`src/hw/rtl/rom2int_pkg.sv`:
```
// Shared widths, constants, types and arithmetic helpers for the Roman numeral converter.
`default_nettype none

package rom2int_pkg;

   localparam int unsigned SYM_W       = 8;
   localparam int unsigned VAL_W       = 16;
   localparam int unsigned GRP_W       = 15;
   localparam int unsigned LV_W        = 10;
   localparam int unsigned CNT_W       = 6;
   localparam int unsigned MAX_LEN_DEF = 32;

   localparam logic [SYM_W-1:0] CH_I = 8'h49;
   localparam logic [SYM_W-1:0] CH_V = 8'h56;
   localparam logic [SYM_W-1:0] CH_X = 8'h58;
   localparam logic [SYM_W-1:0] CH_L = 8'h4C;
   localparam logic [SYM_W-1:0] CH_C = 8'h43;
   localparam logic [SYM_W-1:0] CH_D = 8'h44;
   localparam logic [SYM_W-1:0] CH_M = 8'h4D;

   localparam logic signed [VAL_W:0] VAL_CAP_WIDE = 17'sd32000;
   localparam logic signed [VAL_W-1:0] VAL_CAP    = 16'sd32000;
   localparam logic [GRP_W-1:0] GRP_CAP           = 15'd32000;

   // Everything the finishing stage needs to close the last group of a numeral.
   typedef struct packed {
      logic signed [VAL_W-1:0] total;
      logic [GRP_W-1:0]        pend;
      logic                    pend_valid;
      logic [GRP_W-1:0]        run_sum;
      logic                    bad_letter;
      logic                    too_long;
   } rom2int_fin_type;

   function automatic logic [LV_W-1:0] letter_value(input logic [SYM_W-1:0] sym);
      logic [LV_W-1:0] v;
      case (sym)
         CH_I:    v = 10'd1;
         CH_V:    v = 10'd5;
         CH_X:    v = 10'd10;
         CH_L:    v = 10'd50;
         CH_C:    v = 10'd100;
         CH_D:    v = 10'd500;
         CH_M:    v = 10'd1000;
         default: v = '0;
      endcase
      return v;
   endfunction

   // Extends an open run by one more copy of its letter, saturating at the cap.
   function automatic logic [GRP_W-1:0] run_add(input logic [GRP_W-1:0] run_sum,
                                                input logic [LV_W-1:0]  v);
      logic [GRP_W:0] s;
      s = {1'b0, run_sum} + (GRP_W+1)'(v);
      if (s > {1'b0, GRP_CAP}) begin
         return GRP_CAP;
      end
      return s[GRP_W-1:0];
   endfunction

   // Adds or subtracts one group from the total, saturating to the symmetric cap.
   function automatic logic signed [VAL_W-1:0] group_acc(input logic signed [VAL_W-1:0] total,
                                                         input logic [GRP_W-1:0]        grp,
                                                         input logic                    sub);
      logic signed [VAL_W:0] t;
      logic signed [VAL_W:0] g;
      logic signed [VAL_W:0] s;
      t = {total[VAL_W-1], total};
      g = $signed({2'b00, grp});
      s = sub ? (t - g) : (t + g);
      if (s > VAL_CAP_WIDE) begin
         return VAL_CAP;
      end
      if (s < -VAL_CAP_WIDE) begin
         return -VAL_CAP;
      end
      return s[VAL_W-1:0];
   endfunction

endpackage

`default_nettype wire

```
`src/hw/rtl/rom2int_if.sv`:
```
// Valid/ready channel interfaces for the character stream and the result stream.
`default_nettype none

interface rom2int_req_if;
   import rom2int_pkg::*;
   logic             valid;
   logic             ready;
   logic [SYM_W-1:0] symbol;
   logic             last;

   modport source (output valid, output symbol, output last, input ready);
   modport sink   (input valid, input symbol, input last, output ready);
endinterface

interface rom2int_rsp_if;
   import rom2int_pkg::*;
   logic                    valid;
   logic                    ready;
   logic signed [VAL_W-1:0] value;
   logic                    bad_letter;
   logic                    too_long;

   modport source (output valid, output value, output bad_letter, output too_long, input ready);
   modport sink   (input valid, input value, input bad_letter, input too_long, output ready);
endinterface

`default_nettype wire

```
`src/hw/rtl/rom2int_scan.sv`:
```
// Input register and per-character scan of runs and groups.
`default_nettype none

module rom2int_scan #(
   parameter int unsigned MAX_LEN = rom2int_pkg::MAX_LEN_DEF
) (
   input  logic                         clock,
   input  logic                         reset,
   rom2int_req_if.sink                  req_chan,
   output logic                         fin_valid,
   input  logic                         fin_ready,
   output rom2int_pkg::rom2int_fin_type fin_data
);
   import rom2int_pkg::*;

   localparam logic [CNT_W-1:0] CNT_MAX = CNT_W'(MAX_LEN);

   logic                    in_vld_ff;
   logic [SYM_W-1:0]        in_sym_ff;
   logic                    in_last_ff;

   logic [SYM_W-1:0]        run_letter_ff;
   logic [GRP_W-1:0]        run_sum_ff;
   logic [GRP_W-1:0]        pend_ff;
   logic                    pend_vld_ff;
   logic signed [VAL_W-1:0] total_ff;
   logic [CNT_W-1:0]        cnt_ff;
   logic                    bad_ff;
   logic                    long_ff;

   logic [LV_W-1:0]         v;
   logic                    first;
   logic                    same;
   logic                    close_mid;
   logic                    at_max;
   logic                    in_go;
   logic signed [VAL_W-1:0] total_in;
   logic [GRP_W-1:0]        pend_in;
   logic                    pend_vld_in;
   logic [GRP_W-1:0]        run_sum_in;
   logic [CNT_W-1:0]        cnt_in;
   logic                    bad_in;
   logic                    long_in;

   always_comb begin
      v         = letter_value(in_sym_ff);
      first     = (cnt_ff == '0);
      same      = !first && (in_sym_ff == run_letter_ff);
      close_mid = !first && !same;
      at_max    = (cnt_ff >= CNT_MAX);

      // A change of letter closes the open run; the group before it is now resolved.
      if (close_mid && pend_vld_ff) begin
         total_in = group_acc(total_ff, pend_ff, pend_ff < run_sum_ff);
      end else begin
         total_in = total_ff;
      end
      pend_in     = close_mid ? run_sum_ff : pend_ff;
      pend_vld_in = pend_vld_ff | close_mid;
      run_sum_in  = same ? run_add(run_sum_ff, v) : GRP_W'(v);
      cnt_in      = at_max ? cnt_ff : cnt_ff + 1'b1;
      bad_in      = bad_ff | (v == '0);
      long_in     = long_ff | at_max;

      in_go          = in_vld_ff && (!in_last_ff || fin_ready);
      req_chan.ready = !in_vld_ff || in_go;
      fin_valid      = in_vld_ff && in_last_ff;
      fin_data       = '{total: total_in, pend: pend_in, pend_valid: pend_vld_in,
                         run_sum: run_sum_in, bad_letter: bad_in, too_long: long_in};
   end

   always_ff @(posedge clock) begin
      if (reset) begin
         in_vld_ff     <= 1'b0;
         run_letter_ff <= '0;
         run_sum_ff    <= '0;
         pend_ff       <= '0;
         pend_vld_ff   <= 1'b0;
         total_ff      <= '0;
         cnt_ff        <= '0;
         bad_ff        <= 1'b0;
         long_ff       <= 1'b0;
      end else begin
         if (req_chan.ready) begin
            in_vld_ff <= req_chan.valid;
         end
         if (in_go) begin
            if (in_last_ff) begin
               run_letter_ff <= '0;
               run_sum_ff    <= '0;
               pend_ff       <= '0;
               pend_vld_ff   <= 1'b0;
               total_ff      <= '0;
               cnt_ff        <= '0;
               bad_ff        <= 1'b0;
               long_ff       <= 1'b0;
            end else begin
               run_letter_ff <= in_sym_ff;
               run_sum_ff    <= run_sum_in;
               pend_ff       <= pend_in;
               pend_vld_ff   <= pend_vld_in;
               total_ff      <= total_in;
               cnt_ff        <= cnt_in;
               bad_ff        <= bad_in;
               long_ff       <= long_in;
            end
         end
      end
   end

   always_ff @(posedge clock) begin
      if (req_chan.valid && req_chan.ready) begin
         in_sym_ff  <= req_chan.symbol;
         in_last_ff <= req_chan.last;
      end
   end

endmodule

`default_nettype wire

```
`src/hw/rtl/rom2int_final.sv`:
```
// Closes the last group of a numeral and holds the result word for the receiver.
`default_nettype none

module rom2int_final (
   input  logic                         clock,
   input  logic                         reset,
   input  logic                         fin_valid,
   output logic                         fin_ready,
   input  rom2int_pkg::rom2int_fin_type fin_data,
   rom2int_rsp_if.source                rsp_chan
);
   import rom2int_pkg::*;

   logic                    fin_vld_ff;
   rom2int_fin_type         fin_ff;
   logic                    out_vld_ff;
   logic signed [VAL_W-1:0] value_ff;
   logic                    bad_ff;
   logic                    long_ff;

   logic                    out_rdy;
   logic signed [VAL_W-1:0] t_close;
   logic signed [VAL_W-1:0] value_in;

   always_comb begin
      out_rdy   = !out_vld_ff || rsp_chan.ready;
      fin_ready = !fin_vld_ff || out_rdy;

      if (fin_ff.pend_valid) begin
         t_close = group_acc(fin_ff.total, fin_ff.pend, fin_ff.pend < fin_ff.run_sum);
      end else begin
         t_close = fin_ff.total;
      end
      // The rightmost group is always added; an over-long numeral reports zero.
      value_in = fin_ff.too_long ? '0 : group_acc(t_close, fin_ff.run_sum, 1'b0);

      rsp_chan.valid      = out_vld_ff;
      rsp_chan.value      = value_ff;
      rsp_chan.bad_letter = bad_ff;
      rsp_chan.too_long   = long_ff;
   end

   always_ff @(posedge clock) begin
      if (reset) begin
         fin_vld_ff <= 1'b0;
         out_vld_ff <= 1'b0;
      end else begin
         if (fin_ready) begin
            fin_vld_ff <= fin_valid;
         end
         if (out_rdy) begin
            out_vld_ff <= fin_vld_ff;
         end
      end
   end

   always_ff @(posedge clock) begin
      if (fin_valid && fin_ready) begin
         fin_ff <= fin_data;
      end
      if (out_rdy && fin_vld_ff) begin
         value_ff <= value_in;
         bad_ff   <= fin_ff.bad_letter;
         long_ff  <= fin_ff.too_long;
      end
   end

endmodule

`default_nettype wire

```
`src/hw/rtl/roman_numeral_to_integer.sv`:
```
// Top level of the Roman numeral to integer converter.
//
// Characters arrive on req_chan, one ASCII letter per word, with last set on
// the final letter of a numeral. One result word per numeral leaves on rsp_chan:
// the signed value, a flag for any character that is not I V X L C D M, and a
// flag for a numeral longer than MAX_LEN characters, in which case the value is 0.
// Runs of one letter form a group; a group smaller than the one to its right
// is subtracted, otherwise it is added. Sums saturate at plus or minus 32000.
//
// Throughput is one character word per cycle, with no gap between numerals,
// as long as the finishing stage can take each last character. A numeral's
// result passes the input register, the finishing register and the result
// register. The scan stage does one table lookup and one group resolution
// per cycle; the finishing stage closes the final two groups.
//
// Synchronous reset empties every stage and clears the running state. When
// the receiver holds rsp_chan.ready low the result word is held steady; the
// finishing stage and the input register still take words, and req_chan.ready
// falls only when a further last character would have nowhere to go.
`default_nettype none

module roman_numeral_to_integer #(
   parameter int unsigned MAX_LEN = rom2int_pkg::MAX_LEN_DEF
) (
   input  logic          clock,
   input  logic          reset,
   rom2int_req_if.sink   req_chan,
   rom2int_rsp_if.source rsp_chan
);
   import rom2int_pkg::*;

   logic            fin_valid;
   logic            fin_ready;
   rom2int_fin_type fin_data;

   rom2int_scan #(
      .MAX_LEN (MAX_LEN)
   ) u_scan (
      .clock     (clock),
      .reset     (reset),
      .req_chan  (req_chan),
      .fin_valid (fin_valid),
      .fin_ready (fin_ready),
      .fin_data  (fin_data)
   );

   rom2int_final u_final (
      .clock     (clock),
      .reset     (reset),
      .fin_valid (fin_valid),
      .fin_ready (fin_ready),
      .fin_data  (fin_data),
      .rsp_chan  (rsp_chan)
   );

endmodule

`default_nettype wire

```
`src/flat_wrapper.sv`:
```
// flat-port wrapper written by rule: the top's interface ports become plain ports
module roman_numeral_to_integer_flat import rom2int_pkg::*;
#(
   parameter int unsigned MAX_LEN = rom2int_pkg::MAX_LEN_DEF
)
  (clock, reset, req_chan_valid, req_chan_symbol, req_chan_last, req_chan_ready, rsp_chan_valid, rsp_chan_value, rsp_chan_bad_letter, rsp_chan_too_long, rsp_chan_ready);
  rom2int_req_if req_chan_i ();
  rom2int_rsp_if rsp_chan_i ();
  input  logic clock;
  input  logic reset;
  input wire logic [$bits(req_chan_i.valid)-1:0] req_chan_valid;
  input wire logic [$bits(req_chan_i.symbol)-1:0] req_chan_symbol;
  input wire logic [$bits(req_chan_i.last)-1:0] req_chan_last;
  output wire logic [$bits(req_chan_i.ready)-1:0] req_chan_ready;
  output wire logic [$bits(rsp_chan_i.valid)-1:0] rsp_chan_valid;
  output wire logic [$bits(rsp_chan_i.value)-1:0] rsp_chan_value;
  output wire logic [$bits(rsp_chan_i.bad_letter)-1:0] rsp_chan_bad_letter;
  output wire logic [$bits(rsp_chan_i.too_long)-1:0] rsp_chan_too_long;
  input wire logic [$bits(rsp_chan_i.ready)-1:0] rsp_chan_ready;
  assign req_chan_i.valid = req_chan_valid;
  assign req_chan_i.symbol = req_chan_symbol;
  assign req_chan_i.last = req_chan_last;
  assign req_chan_ready = req_chan_i.ready;
  assign rsp_chan_valid = rsp_chan_i.valid;
  assign rsp_chan_value = rsp_chan_i.value;
  assign rsp_chan_bad_letter = rsp_chan_i.bad_letter;
  assign rsp_chan_too_long = rsp_chan_i.too_long;
  assign rsp_chan_i.ready = rsp_chan_ready;
  roman_numeral_to_integer #(.MAX_LEN(MAX_LEN)) u_core (.clock(clock), .reset(reset), .req_chan(req_chan_i), .rsp_chan(rsp_chan_i));
endmodule
```
`config.mk`:
```
export PLATFORM = sky130hd
export DESIGN_NAME = roman_numeral_to_integer_flat
export DESIGN_NICKNAME = d
export VERILOG_FILES = /design/src/hw/rtl/rom2int_pkg.sv /design/src/hw/rtl/rom2int_if.sv /design/src/hw/rtl/rom2int_scan.sv /design/src/hw/rtl/rom2int_final.sv /design/src/hw/rtl/roman_numeral_to_integer.sv /design/src/flat_wrapper.sv
export SDC_FILE = /design/constraint.sdc
export NUM_CORES = 1
export LEC_CHECK = 0
export BUFFER_PORTS_ARGS = -buffer_cell sky130_fd_sc_hd__buf_2
export CORE_MARGIN = 2
export CORE_UTILIZATION = 45
export CTS_BUF_LIST = sky130_fd_sc_hd__clkbuf_4 sky130_fd_sc_hd__clkbuf_8
export DETAILED_ROUTE_END_ITERATION = 8
export PLACE_DENSITY_LB_ADDON = 0.3
export SYNTH_ARGS = -nofsm -noshare
export SYNTH_HDL_FRONTEND = slang
export SYNTH_HIERARCHICAL = 1
export SYNTH_SLANG_ARGS = --single-unit
```
`constraint.sdc`:
```
create_clock -name clock -period 8.2 [get_ports clock]
set_input_delay 1.23 -clock clock [delete_from_list [all_inputs] [get_ports clock]]
set_output_delay 1.23 -clock clock [all_outputs]
set_load 0.01 [all_outputs]
```
# Word-level counts from Yosys, hierarchy flattened

Index checks and enable logic that the tools add are counted.

Add/sub/neg operators: 7
Multipliers: 0
Divide/modulo/power cells: 0
Order comparisons: 10
Equality and inequality tests: 9
Shift operators: 0
Multiplexer cells: 44
Bitwise gates (word level): 3
Reduce and logical (&&, ||, !) cells: 21

Operators with widths:

| operator                                                                | number |
|---|---|
| 16-bit two-way mux                                                      | 15 |
| 15-bit two-way mux                                                      | 6 |
| 10-bit case mux with 7 select lines                                     | 1 |
| 8-bit by 7-bit equality test with 1-bit output (second input constant)  | 7 |
| 16-bit by 16-bit adder with 17-bit output                               | 3 |
| 17-bit by 16-bit > comparator with 1-bit output (second input constant) | 3 |
| 17-bit by 16-bit < comparator with 1-bit output (second input constant) | 3 |
| 17-bit two-way mux                                                      | 2 |
| 16-bit by 16-bit subtractor with 17-bit output                          | 2 |
| 15-bit < comparator                                                     | 2 |
| 1-bit two-way mux                                                       | 17 |
| 15-bit by 10-bit adder with 16-bit output                               | 1 |
| 16-bit by 15-bit > comparator with 1-bit output (second input constant) | 1 |
| 6-bit two-way mux                                                       | 2 |
| 10-bit zero test                                                        | 1 |
| 8-bit equality test                                                     | 1 |
| 1-bit logical AND                                                       | 8 |
| 8-bit two-way mux                                                       | 1 |
| 6-bit by 1-bit adder with 6-bit output (second input constant)          | 1 |
| 6-bit greater-or-equal comparator (second input constant)               | 1 |
| 1-bit zero test                                                         | 6 |
| 6-bit zero test                                                         | 1 |
| 1-bit logical OR                                                        | 4 |
| 1-bit OR                                                                | 3 |
| other kinds (2)                                                         | 2 |

Bits in registers: 142
Bits in latches: 0
Memory bits (writable): 0
Bits in read-only memories: 0
Bits of input ports: 13
Output and inout port bits: 20
Logic and storage cells: 116
Memories kept: 0

# Depth between registers and ports, before layout

Gate-level depths: netlist (run 1).

Depth after elaboration: 16
Mapped depth: 32
Gate-level depth less buffers: 30

# Modules after synthesis

The synthesis (run 1) kept the hierarchy.

By module, submodules not included:

| module        | times used | cells an instance | area each (um^2) | sequential area each (um^2) |
|---|---|---|---|---|
| rom2int_scan  | 1          | 773               | 6053.3           | 1551.5 |
| rom2int_final | 1          | 518               | 5220.0           | 2052.0 |

# Worst setup path before layout (run 1)

No wires, ideal clock.

Kind: register -> register
Start: reg u_core/u_final/fin_ff[30] (netlist bit)
End: reg u_core.u_final.value_ff[4], in the netlist u_core/u_final/rsp_chan.value[4], data pin
Setup time: 0.256 ns
Arrival time: 7.006 ns
Data required time: 7.944 ns
Setup slack: 0.937 ns
Cell stages (with the launch flop): 31
Buffers on the path: 1
Period minus slack after synthesis: 7.263 ns
Cells stage by stage: edfxtp_1 -> ha_1 -> a211oi_1 -> o21ai_1 -> a221oi_2 -> o211ai_4 -> clkbuf_1 -> nor2_1 -> xor2_1 -> ha_1 -> a21oi_1 -> o22ai_1 -> o21ba_2 -> o31ai_1 -> mux2i_1 -> a2111oi_4 -> o21ai_0 -> mux2i_4 -> a31o_2 -> ha_1 -> inv_1 -> fa_1 -> nand2b_1 -> a21oi_1 -> o21ai_1 -> a22o_1 -> a211oi_1 -> o21a_1 -> a41oi_1 -> or4_4 -> and4b_1

Word-level cells in the longest chain between the ends: 15
Elaborated cells between the ends (all ways): 24
Classes of those cells: add/sub (3); order compare (5); mux (16)

Ends and longest elaborated chain:

| item                                                                    | line                | text |
|---|---|---|
| start: declaration                                                      | rom2int_final.sv:15 | `rom2int_fin_type fin_ff;` |
| start signal: assignment                                                | rom2int_final.sv:59 | `fin_ff <= fin_data;` |
| 16-bit by 16-bit adder with 17-bit output, or another cell as far along | rom2int_pkg.sv:70   | `s = sub ? (t - g) : (t + g);` |
| 17-bit two-way mux *                                                    | rom2int_pkg.sv:70   |  |
| 17-bit by 16-bit < comparator with 1-bit output                         | rom2int_pkg.sv:74   | `if (s < -VAL_CAP_WIDE) begin` |
| 1-bit two-way mux (2 in series)                                         | rom2int_pkg.sv:74   |  |
| 1-bit two-way mux                                                       | rom2int_final.sv:29 | `if (fin_ff.pend_valid) begin` |
| 16-bit two-way mux                                                      | rom2int_pkg.sv:77   | `return s[VAL_W-1:0];` |
| 16-bit two-way mux *                                                    | rom2int_pkg.sv:74   |  |
| 16-bit two-way mux *                                                    | rom2int_final.sv:29 |  |
| 16-bit by 16-bit adder with 17-bit output *                             | rom2int_pkg.sv:70   |  |
| 17-bit by 16-bit < comparator with 1-bit output                         | rom2int_pkg.sv:74   |  |
| 1-bit two-way mux (2 in series)                                         | rom2int_pkg.sv:74   |  |
| 16-bit two-way mux                                                      | rom2int_pkg.sv:77   |  |
| 16-bit two-way mux *                                                    | rom2int_pkg.sv:74   |  |
| end signal: assignment                                                  | rom2int_final.sv:62 | `value_ff <= value_in;` |
| end: declaration                                                        | rom2int_final.sv:17 | `logic signed [VAL_W-1:0] value_ff;` |

Mark *: on every way between the ends. The rest lies on a longest branch, timed or not. The select of a mux whose other input is x is not followed.
A chain may end at the register's enable or synchronous reset.

# Worst setup path in the final report (run 1)

Ends and elaborated chain as after synthesis.

==> metrics.cfg, run 1 <==
[pwr]
static-leakage-power_nw = 4.71
peakVddDrop_mv = 0.112
p_clk_share_pct = 35.2
power_frac_comb_pct = 20.0
swShare_pct = 31.7
p_sw_mw = 0.557
intPower_mw = 1.20
p_seq_share_pct = 44.9
power_density_nw_per_um2 = 144

[critical_path]
slowest_stage = or4b_2
required_ns = 8.42
crit_top_cell = o21ai_1
slowest_delay_ns = 0.65
cp.arrival_ns = 7.97
cp-end-kind = flip-flop
crit_type = reg -> reg
critPathLaunchType = flip-flop
crit_fanout = 14

[routing]
first_iter_violations = 837
vias = 9738
wl_per_cell_um = 17.6
viasPerCell = 5.94
drc_errors = 0
drt-pass1-iter-count = 7
antenna_left = 0
wl_um = 28800

[place]
dp.cells = 1598
dp_hpwl_um = 21700
gp_congestion = 0.929
io_buffer_count = 32
dpl-instance-area_um2 = 11600

[die]
num_rows = 57
dieArea_um2 = 26300
die_w_um = 162
ios = 33
start_util_pct = 46.1
core_um2 = 24500
die_h_um = 162

[sta]
fmax_ghz = 0.129
hold_viol = 0
drv_slew = 0
min_period_ns = 7.75
worst_pin_slew_ns = 1.19
finalSetupTns_ns = 0
skew_ns = 0.0211
setup_viol = 0
fin_crit_sh_pct = 94.5
hold_ws_ns = 0.469
maxSlewHeadroom_pct = 20.6

[final_layout]
mostFrequentLayoutCells = nor2_1 (115), nand2_1 (108), a21oi_1 (98)
layout_commonest_cell = nor2_1
area_growth_pct = 7.98
design_area_um2 = 12200
layout-drive-gt1-share_pct = 12.9
final_core_util_pct = 49.8
diodes = 0
fin_cells = 1639
final_nets = 1408

[logic_synthesis]
synth_ff_type = edfxtp_1
async_flop_share_pct = 0
synth.distinct_cells = 98
yosysTopAreaCellShare_pct = 20.2
yosys.area.top_type = edfxtp_1
synthCells = 1291
synthTopCellsByArea = edfxtp_1 (20%), dfxtp_1 (12%), ha_1 (9.9%)
avgSynthCellArea_um2 = 8.73
synth_seq_cells = 142
synth-edff-count = 76
yosysSeqAreaShare_pct = 32.0
synth_nets = 1397
synth_warnings = 6
synth_area_um2 = 11300

[clocking]
cts_buffers = 17
holdBufCountCts = 0
cts_tree = built
root_buffer = clkbuf_8
cts_sinks = 142
clk_pin_slew_worst_paths_ns = 0.10
clock_path_buffers = 2
h-tree-depth = 4
clock_latency_ns = 0.47

[global_routing]
grtUsageTotal_pct = 21.8
grt_max_degree = 50
grt_pass1_wl_um = 45800
overflow = 0
antenna_found_initial = 0
grt_pass1_vias = 8880

[status]
status = finished, final reports clean

[run]
drv_cap = 0

[min_path]
hold_class = reg -> reg

-- path summary, 6_finish.rpt --
kind,startpoint,endpoint,slack (ns),cells past startpoint
setup / recovery,u_core/u_final/fin_ff[30],u_core/u_final/rsp_chan.value[4],0.45,30
hold / removal,u_core/u_scan/run_letter_ff[7],u_core/u_scan/run_letter_ff[7],0.47,2
setup reg to reg,u_core/u_final/fin_ff[30],u_core/u_final/rsp_chan.value[4],0.45,30
hold reg to reg,u_core/u_scan/run_letter_ff[7],u_core/u_scan/run_letter_ff[7],0.47,2
-- state kept, by name (all words and copies together) (netlist names), 6 cells and up --
| signal | flops |
|---|---|
| u_core/u_scan/run_sum_ff | 15 |
| u_core/u_scan/pend_ff | 15 |
| u_core/u_final/fin_ff | 49 |
| u_core/u_scan/in_sym_ff | 8 |
| u_core/u_scan/run_letter_ff | 8 |
| u_core/u_final/rsp_chan.value | 16 |
| u_core/u_scan/cnt_ff | 6 |
| u_core/u_scan/total_ff | 16 |
-- cell families (layout without fill, tap and decap cells) --
group           Yosys count  after routing  synth area share, %
mux                      22             22                 2.30
compound gates          388            388                 24.2
simple gates            425            425                 19.0
flops                   142            142                 32.0
xor+xnor                 86             86                 6.88
buf+inv                 132            156                 4.81
fa+ha+maj                96             96                 10.9
-- cell type report --
type	instances	area, µm²
clock buffers	17	234
clock inverters	15	193
fillers	2286	12300
inverters	74	278
multi-input cells	1017	7150
flip-flops and latches	142	3600
well taps	324	405
repair buffers	50	308
-- metrics by stage --
stage	setup slack (ns)	power [mW]
2_1_floorplan	0.937	1.06
3_3_place_gp	0.386	1.14
3_5_place_dp	0.134	1.14
4_1_cts	0.124	1.76
5_1_grt	-0.0000338	1.83
6_report	0.450	1.76
-- metal layers --
layer  vias to the layer above  part of all wire (%)  track usage [%]
li1                       4788                     -                -
met1                      4604                    45             28.2
met2                       293                    47             36.5
met3                        53                   4.9             3.58
met4                         0                   3.3             8.97
met5                         -                     0                0
-- power groups by stage --
stage / combinational [mW] / sequential, mW / clock [mW]
floorplan: 0.270 / 0.794 / 0
CTS: 0.339 / 0.787 / 0.630
detailed placement: 0.337 / 0.804 / 0
finish: 0.351 / 0.788 / 0.617
global route: 0.386 / 0.790 / 0.655
global placement: 0.332 / 0.803 / 0
-- cell usage after synthesis (all sizes together), types with 5 or more instances --
cell type and n:
a22oi 23, clkbuf 43, o31a 8, o41ai 9, a31oi 16, or2 8, nand2 109, mux2 18
o31ai 21, o21a 18, xor2 34, o22ai 9, nand3b 7, nand3 25, nand2b 21, a211oi 12
nor2b 24, nand4 14, nor3 32, a31o 12, xnor2 52, nor2 117, or3 11, o21ai 73
nor4 14, and2 13, a21o 17, dfxtp 66, nor3b 10, ha 89, a21oi 101, o211ai 9
a21boi 9, a22o 12, edfxtp 76, buf 15, o2bb2ai 5, inv 73
-- what timing repair did --
action	4_1_cts	5_1_grt
endpoints found under the setup margin	0	15
buffers inserted	0	9
hold endpoints to repair	0	0
resized for setup	0	5
-- critical path, delay by kind of cell (launching register included) --
family / cells / cell delay [ns]
buf+inv: 3 / 0.27
flops: 1 / 0.50
xor+xnor: 1 / 0.17
simple gates: 5 / 1.71
mux: 2 / 0.57
fa+ha+maj: 4 / 1.36
compound gates: 15 / 2.90
No activity file was read; power rests on OpenSTA's default activity.
==> run 2, diff against run 1 <==
--- a/config.mk
+++ b/config.mk
@@ -10,7 +10,7 @@
 export CORE_UTILIZATION = 45
 export CTS_BUF_LIST = sky130_fd_sc_hd__clkbuf_4 sky130_fd_sc_hd__clkbuf_8
 export DETAILED_ROUTE_END_ITERATION = 8
-export PLACE_DENSITY_LB_ADDON = 0.3
+export PLACE_DENSITY_LB_ADDON = 0.1
 export SYNTH_ARGS = -nofsm -noshare
 export SYNTH_HDL_FRONTEND = slang
 export SYNTH_HIERARCHICAL = 1
==> metrics.cfg, run 2 (same netlist as run 1, synthesis figures left out) <==
[status]
status = finished, final reports clean

[critical_path]
cp-end-kind = flip-flop
crit_top_cell = ha_1
slowest_stage = or4_4
required_ns = 8.44  ; +0.02 ns
crit_type = reg -> reg
critPathLaunchType = flip-flop
cp.arrival_ns = 7.89  ; -0.08 ns
slowest_delay_ns = 0.55  ; -0.10 ns
crit_fanout = 7  ; -7

[clocking]
cts_tree = built
clk_pin_slew_worst_paths_ns = 0.11  ; about the same
root_buffer = clkbuf_8
clock_latency_ns = 0.47  ; about the same
holdBufCountCts = 0  ; unchanged
clock_path_buffers = 2  ; unchanged
h-tree-depth = 4  ; unchanged
cts_buffers = 17  ; unchanged
cts_sinks = 142  ; unchanged

[routing]
wl_met1_um = 14300  ; +11%
viasPerCell = 5.83  ; -1.8%
drt-pass1-iter-count = 5  ; -2
met3_length_um = 1410  ; -0.14%
wl_um = 30100  ; +4.6%
highest_layer = met4
vias = 9554  ; -1.9%
drc_errors = 0  ; unchanged
first_iter_violations = 588  ; -30%
antenna_left = 0  ; unchanged
wl_per_cell_um = 18.4  ; +4.6%
wl_met2_um = 13600  ; about the same

[place]
dp.cells = 1599  ; +0.063%
dp_hpwl_um = 22900  ; +5.5%
io_buffer_count = 32  ; unchanged
gp_congestion = 0.916  ; -1.4%

[min_path]
hold_class = reg -> reg

[sta]
drv_slew = 0  ; unchanged
hold_viol = 0  ; unchanged
setup_viol = 0  ; unchanged
finalSetupTns_ns = 0  ; unchanged
fin_crit_sh_pct = 93.2  ; -1.3 points
hold_ws_ns = 0.424  ; -0.0447 ns
fmax_ghz = 0.131  ; +1.4%
maxSlewHeadroom_pct = 28.1  ; +7.5 points
worst_pin_slew_ns = 1.07  ; -0.112 ns
skew_ns = 0.0296  ; +0.00849 ns
rsz0062_at_grt = no
min_period_ns = 7.65  ; -0.104 ns

[final_layout]
layout-drive-gt1-share_pct = 12.9  ; -0.066 points
area_growth_pct = 7.50
final_nets = 1407  ; -0.071%
regMostFlops = u_core/u_final/fin_ff
layout_commonest_cell = nor2_1
largest_reg_flops = 49  ; unchanged
diodes = 0  ; unchanged
mostFrequentLayoutCells = nor2_1 (114), nand2_1 (108), a21oi_1 (97)
fillCellCount = 2356  ; +3.1%
fin_cells = 1638  ; -0.061%

[pwr]
peakVddDrop_mv = 0.0837  ; -25%
power_density_nw_per_um2 = 142  ; -1.8%
static-leakage-power_nw = 4.68  ; -0.62%

[global_routing]
overflow = 0  ; unchanged
grt_pass1_wl_um = 48100  ; +5.1%
grtUsageTotal_pct = 23.1  ; +1.3 points
antenna_found_initial = 0  ; unchanged
grt_pass1_vias = 8776  ; -1.2%
grt_max_degree = 50  ; unchanged

[die]
num_rows = 57  ; unchanged
die_h_um = 162  ; unchanged
core_um2 = 24500  ; unchanged
ios = 33  ; unchanged
dieArea_um2 = 26300  ; unchanged
start_util_pct = 46.1  ; unchanged
die_w_um = 162  ; unchanged

[run]
drv_cap = 0  ; unchanged

## run 2: metal layers
layer  track usage (%)  up-vias
met5                 0        -
met4              7.72        0
met3              3.83       38
met2              36.1      248
met1              32.7     4481
li1                  -     4787
## run 2: what timing repair did
| action | 4_1_cts | 5_1_grt |
|---|---|---|
| gates resized for setup | 0 | 6 |
| buffers inserted | 0 | 6 |
| setup endpoints to repair | 0 | 15 |
## run 2: area by class of cell
| cell class | count | area [µm²] | area share, % |
|---|---|---|---|
| multi-input combinational | 1018 | 7170 | 59.1 |
| sequential | 142 | 3600 | 29.7 |
| tap | 324 | 405 | 3.35 |
| timing repair buffer | 48 | 280 | 2.31 |
| inverter | 74 | 278 | 2.29 |
| clock buffer | 18 | 241 | 1.99 |
| clock inverter | 14 | 144 | 1.19 |
## run 2: final timing paths
path	from	endpoint	slack, ns	depth (start not counted)
worst min register to register	u_core/u_final/fin_ff[1]	u_core/u_final/rsp_chan.bad_letter	0.42	0
worst max-delay path	u_core/u_final/fin_ff[16]	u_core/u_final/rsp_chan.value[4]	0.55	29
worst max register to register	u_core/u_final/fin_ff[16]	u_core/u_final/rsp_chan.value[4]	0.55	29
worst min-delay path	u_core/u_final/fin_ff[1]	u_core/u_final/rsp_chan.bad_letter	0.42	0
## run 2: critical path: cells and delay by family, from the launching register on
kind	cells	cell delay (ns)
compound gates	14	3.48
fa+ha+maj	4	1.13
buf+inv	2	0.12
flops	1	0.42
mux	3	0.84
simple gates	6	1.44
## run 2: power by group
part | switching [mW] | internal (mW)
sequential | 0.0212 | 0.767
combinational | 0.214 | 0.143
clock | 0.316 | 0.255
## run 2: stage by stage
| step | utilization (%) | setup slack [ns] | power (mW) | area (µm²) |
|---|---|---|---|---|
| floorplan | - | 0.937 | 1.06 | 11300 |
| global placement | 47.7 | 0.205 | 1.15 | 11700 |
| detailed placement | 47.7 | 0.145 | 1.15 | 11700 |
| CTS | 49.2 | 0.120 | 1.72 | 12000 |
| global route | 49.5 | 0.00444 | 1.80 | 12100 |
| finish | 49.5 | 0.554 | 1.72 | 12100 |
